`src/rtl/core/pli_pkg.sv`:
```
package pli_pkg;

    // operation codes
    localparam logic [1:0] OP_INSERT = 2'd0;
    localparam logic [1:0] OP_REMOVE = 2'd1;
    localparam logic [1:0] OP_READ   = 2'd2;

    // result status codes
    localparam logic [1:0] STAT_OK    = 2'd0;
    localparam logic [1:0] STAT_RANGE = 2'd1;
    localparam logic [1:0] STAT_FULL  = 2'd2;

    // read-out tree: fan-in per node as a shift amount
    localparam int TREE_SHIFT = 4;
    localparam int TREE_FANIN = 1 << TREE_SHIFT;

    // per-cell command, shared by every cell of the row
    typedef struct packed {
        logic ins_en;   // insert: cells above pos take lower neighbor
        logic rem_en;   // remove: cells at/above pos take upper neighbor
        logic rd_en;    // read: cell at pos drives its word to the tree
    } cell_ctrl_t;

    // nodes in tree level lvl over n leaves
    function automatic int lvl_size(input int n, input int lvl);
        int s;
        s = n;
        for (int i = 0; i < lvl; i++) begin
            s = (s + TREE_FANIN - 1) >> TREE_SHIFT;
        end
        return s;
    endfunction

    // reduction levels above the leaves
    function automatic int num_levels(input int n);
        int s;
        int l;
        s = n;
        l = 0;
        for (int i = 0; i < 32; i++) begin
            if (s > 1) begin
                s = (s + TREE_FANIN - 1) >> TREE_SHIFT;
                l = l + 1;
            end
        end
        return l;
    endfunction

    // first flat node index of level lvl
    function automatic int lvl_off(input int n, input int lvl);
        int o;
        o = 0;
        for (int i = 0; i < lvl; i++) begin
            o = o + lvl_size(n, i);
        end
        return o;
    endfunction

endpackage

```
`src/rtl/core/pli_cell.sv`:
```
module pli_cell #(
    parameter int PW  = 9,
    parameter int DW  = 32,
    parameter int POS = 0
) (
    input  logic                aclk,
    input  pli_pkg::cell_ctrl_t ctrl,
    input  logic [PW-1:0]       pos,
    input  logic [DW-1:0]       value,
    input  logic [DW-1:0]       prev_data,
    input  logic [DW-1:0]       next_data,
    output logic [DW-1:0]       data_out,
    output logic [DW-1:0]       rd_out
);

    localparam logic [PW-1:0] MY_POS = PW'(POS);

    logic [DW-1:0] data_reg;
    logic [DW-1:0] data_next;

    always_comb begin
        data_next = data_reg;
        if (ctrl.ins_en) begin
            if (MY_POS > pos) begin
                data_next = prev_data;
            end else if (MY_POS == pos) begin
                data_next = value;
            end
        end else if (ctrl.rem_en) begin
            if (MY_POS >= pos) begin
                data_next = next_data;
            end
        end
    end

    always_ff @(posedge aclk) begin
        data_reg <= data_next;
    end

    assign data_out = data_reg;
    assign rd_out   = (ctrl.rd_en && (MY_POS == pos)) ? data_reg : '0;

endmodule

```
`config.mk`:
```
export PLATFORM = sky130hd
export DESIGN_NAME = pli_cell
export DESIGN_NICKNAME = d
export VERILOG_FILES = /design/src/rtl/core/pli_pkg.sv /design/src/rtl/core/pli_cell.sv
export SDC_FILE = /design/constraint.sdc
export NUM_CORES = 1
export LEC_CHECK = 0
export BUFFER_PORTS_ARGS = -buffer_cell sky130_fd_sc_hd__buf_2
export CORE_ASPECT_RATIO = 1.2
export CORE_MARGIN = 3
export CORE_UTILIZATION = 30
export CTS_BUF_LIST = sky130_fd_sc_hd__clkbuf_8 sky130_fd_sc_hd__clkbuf_16
export CTS_CLUSTER_DIAMETER = 80
export DETAILED_ROUTE_END_ITERATION = 10
export PLACE_DENSITY = 0.7
export SLEW_MARGIN = 20
export SYNTH_ARGS = -nofsm -noshare
export SYNTH_HDL_FRONTEND = slang
export SYNTH_SLANG_ARGS = --single-unit
```
`constraint.sdc`:
```
create_clock -name aclk -period 12.15 [get_ports aclk]
set_input_delay 0 -clock aclk [delete_from_list [all_inputs] [get_ports aclk]]
set_output_delay 0 -clock aclk [all_outputs]
set_load 0.01 [all_outputs]
```
### After elaboration in Yosys (flattened, before gate mapping)

Index checks and enable logic that the tools add are counted.

* order comparisons: 2
* eq/ne operators: 1
* multiplexer cells: 6
* reductions and logical operators: 5

Operator list (number)
* 32-bit 2-to-1 mux: 6
* 1-bit by 9-bit greater-or-equal comparator with 1-bit output (first input constant): 1
* 1-bit by 9-bit > comparator with 1-bit output (first input constant): 1
* 9-bit zero test: 1
* 2-bit nonzero test: 2
* 3-bit by 1-bit != test with 1-bit output (second input constant): 1
* 3-bit AND reduction: 1
* 1-bit logical AND: 1

* bits in registers: 32
* input port bits: 109
* word-level logic and storage cells: 15

### Longest topological paths before layout

* depth after elaboration: 4
* mapped depth: 4
* gate-level depth less buffers: 2

### Least setup slack after synthesis

OpenSTA, ideal clock, no wires.

* kind: input to register
* from: input pos[4]
* to: register data_reg[0] (netlist: data_out[0]) (enable)
* library setup time: 0.502 ns
* arrival: 3.825 ns
* setup slack: 7.824 ns
* stages: 3
* path buffers: 1
* cells stage by stage: or4_4 -> buf_6 -> nor4_1

* cells in the longest elaborated chain, start to end: 3

Ends and longest elaborated chain
* start, declared: line pli_cell.sv:8 `input logic [PW-1:0] pos,`
* 1-bit by 9-bit > comparator with 1-bit output, or another cell as far along: line pli_cell.sv:24 `if (MY_POS > pos) begin`
* 3-bit by 1-bit != test with 1-bit output (no line) or 2-bit nonzero test (tied branches)
* 3-bit AND reduction (no line) *
* end signal, assigned: line pli_cell.sv:37 `data_reg <= data_next;`
* end, declared: line pli_cell.sv:18 `logic [DW-1:0] data_reg;`

Every way passes the cells marked *; elsewhere a longest branch is shown, timed or not.
A chain may end at the register's enable or synchronous reset.

### Worst setup path after layout

* from: input pos[4]
* to: register data_reg[14] (netlist: data_out[14]) (enable)

Same word-level chain as after synthesis.

==> results.toml <==
[timing]
worst_pin_slew_ns = 1.06
min_period_ns = 1.69
slew_viol_final = 0
rsz0062_at_grt = "no"
fmaxAchievable_ghz = 0.591
hold_slack_ns = 0.0216
finalHoldViolations = 0
period_share = 0.139
slew-limit-headroom = 0.293
finalSetupViolCount = 0
fin_tns_setup_ns = 0

[final_layout]
drive_above_1_share = 0.753
diodes = 0
largest_reg_flops = 32
final_cell_mix = "buf_2, mux2_2, inv_1, edfxtp_1, nor4_2"
nets = 392
areaGrowthSynthToFinish_pct = 38.7
final-instance-count-excl-fill = 368
final_common_cell = "buf_2"
fin_area_sq_um = 2810

[global_routing]
antenna_found_initial = 0
track_usage = 0.135
grt_pass1_wl_microns = 7980
grt_pass1_vias = 1629
overflow = 0
grt_max_degree = 34

[place]
placed_area_sq_um = 2730
hpwl_microns = 4100
port_buffers = 140
place_inst = 361
routabilityCongestion = 0.705

[power_and_ir_drop]
pwr-share-seq = 0.537
internal_power_mw = 0.177
p_sw_mw = 0.0508
ir_drop_uv = 45.1
total_power_mw = 0.228
leakagePower_nw = 1.27
pwr-share-comb = 0.135
clkPwrFrac = 0.328
swShare = 0.223
power_density_nw_per_um2 = 81.2

[detailed_routing]
ant_nets = 0
drc = 0
firstDrtPassIters = 4
vias_per_cell = 4.51
drt_iter0_markers = 46
via_count = 1661
routedWlPerCell_microns = 14.6
drt_wl_total_microns = 5390

[floorplanning]
rows = 32
dieWidth_microns = 81.0
initial_core_util = 0.312
dieArea_sq_um = 7770
core_area_sq_um = 6490
die_h_microns = 96.0
ios = 173

[clock_network]
cts_sinks = 32
cts_made_buffers = 5
h-tree-depth = 2
cts_tree = "built"
post_cts_buffers = 0
cts-root-buf = "clkbuf_8"
clkTransAtPathRegs_ns = 0.07
ctsResizeCount = 0
cts_buffer_depth = 2
post_cts_hold_buffer_count = 0

[critical_path]
endpoint_kind = "flip-flop"
cp_max_fo = 33
startpoint_type = "input port"
cp_data_required_time_ns = 12.11
cp_num_buf_inv = 2
cp.depth = 4
arrival_ns = 1.65
crit_slowest_cell = "or4_4"
crit_chain = "buf_2 > or4_4 > nor4_2 > buf_4"
cp_top_family = "simple AND/OR/NAND/NOR gates"
path_class = "in -> reg"
cpPeakStageDelay_ns = 0.81

[run_status]
status = "finished, final reports clean"

[logic_synthesis]
synth_top_area_share = 0.475
yosys_warnings = 0
yosys.cell_types.count = 15
syn-num-nets = 259
ys_ff_latch = 32
netlist_top_cells_area = "edfxtp_1, mux2_2, nor4_2"
seq_area_frac_synth = 0.475
syn_avg_cell_area_sq_um = 13.5
syn-instance-count = 150
synth_top_area_cell = "edfxtp_1"
syn-cell-area_sq_um = 2020

[min_path]
holdPathEnd = "data_out[26]$_DFFE_PP_"
worstHoldPathCells = 2
holdCritPathClass = "in -> reg"
min_from = "value[26]"

[flow_run]
drv_cap = 0
[final cells by class]
| type | count | area [sq um] |
|---|---|---|
| Multi-Input combinational cell | 70 | 828 |
| Sequential cell | 32 | 961 |
| Clock inverter | 2 | 7.51 |
| Fill cell | 638 | 3680 |
| Clock buffer | 5 | 68.8 |
| Inverter | 32 | 120 |
| Tap cell | 85 | 106 |
| Timing Repair Buffer | 142 | 716 |
[worst max path at each step]
stage                 from                     end  slack [ns]
CTS                 pos[6]               rd_out[6]       10.36
floorplan           pos[4]   data_out[0]$_DFFE_PP_        7.82
finish              pos[4]  data_out[14]$_DFFE_PP_       10.46
global placement    pos[4]  data_out[11]$_DFFE_PP_       10.18
global route        pos[4]  data_out[16]$_DFFE_PP_       10.40
detailed placement  pos[4]  data_out[11]$_DFFE_PP_       10.16
[Yosys cell counts]
cell      count
nor4_4        3
clkbuf_1      5
or3_1         1
or4_4         1
buf_6         1
mux2_2       32
nor4_1        3
or4b_1        1
buf_2         7
nor4_2       27
or2_2         1
inv_1        32
buf_12        3
nor2_1        1
edfxtp_1     32
[kinds of logic after synthesis]
logic type	count (synthesis)	share of synthesized area
buffers and inverters	48	0.121
flip-flops	32	0.475
multiplexers	32	0.178
AND/OR/NAND/NOR	38	0.226
[per-layer routing]
metal  share of wire  wire, microns  vias to the layer above  GRT usage
met4           0.020            108                        0     0.0549
li1                -              -                      802          -
met5               0              0                        -          0
met3           0.062            335                        9     0.0290
met2            0.57           3060                       70      0.256
met1            0.35           1890                      780      0.142
[power groups by stage]
stage / combinational, mW / sequential, mW / clock, mW
2_1_floorplan: 0.0180 / 0.125 / 0
4_1_cts: 0.0313 / 0.122 / 0.0783
3_3_place_gp: 0.0300 / 0.125 / 0
3_5_place_dp: 0.0310 / 0.125 / 0
5_1_grt: 0.0340 / 0.122 / 0.0835
6_report: 0.0307 / 0.123 / 0.0748
[per-stage QoR]
| stage | util | setup WS [ns] |
|---|---|---|
| after global placement | 0.421 | 10.18 |
| after CTS | 0.432 | 10.36 |
| after detailed placement | 0.421 | 10.16 |
| after global routing | 0.433 | 10.40 |
| final | 0.433 | 10.46 |
| after floorplan | - | 7.82 |
Note: power is estimated with default switching activity, not from simulation.
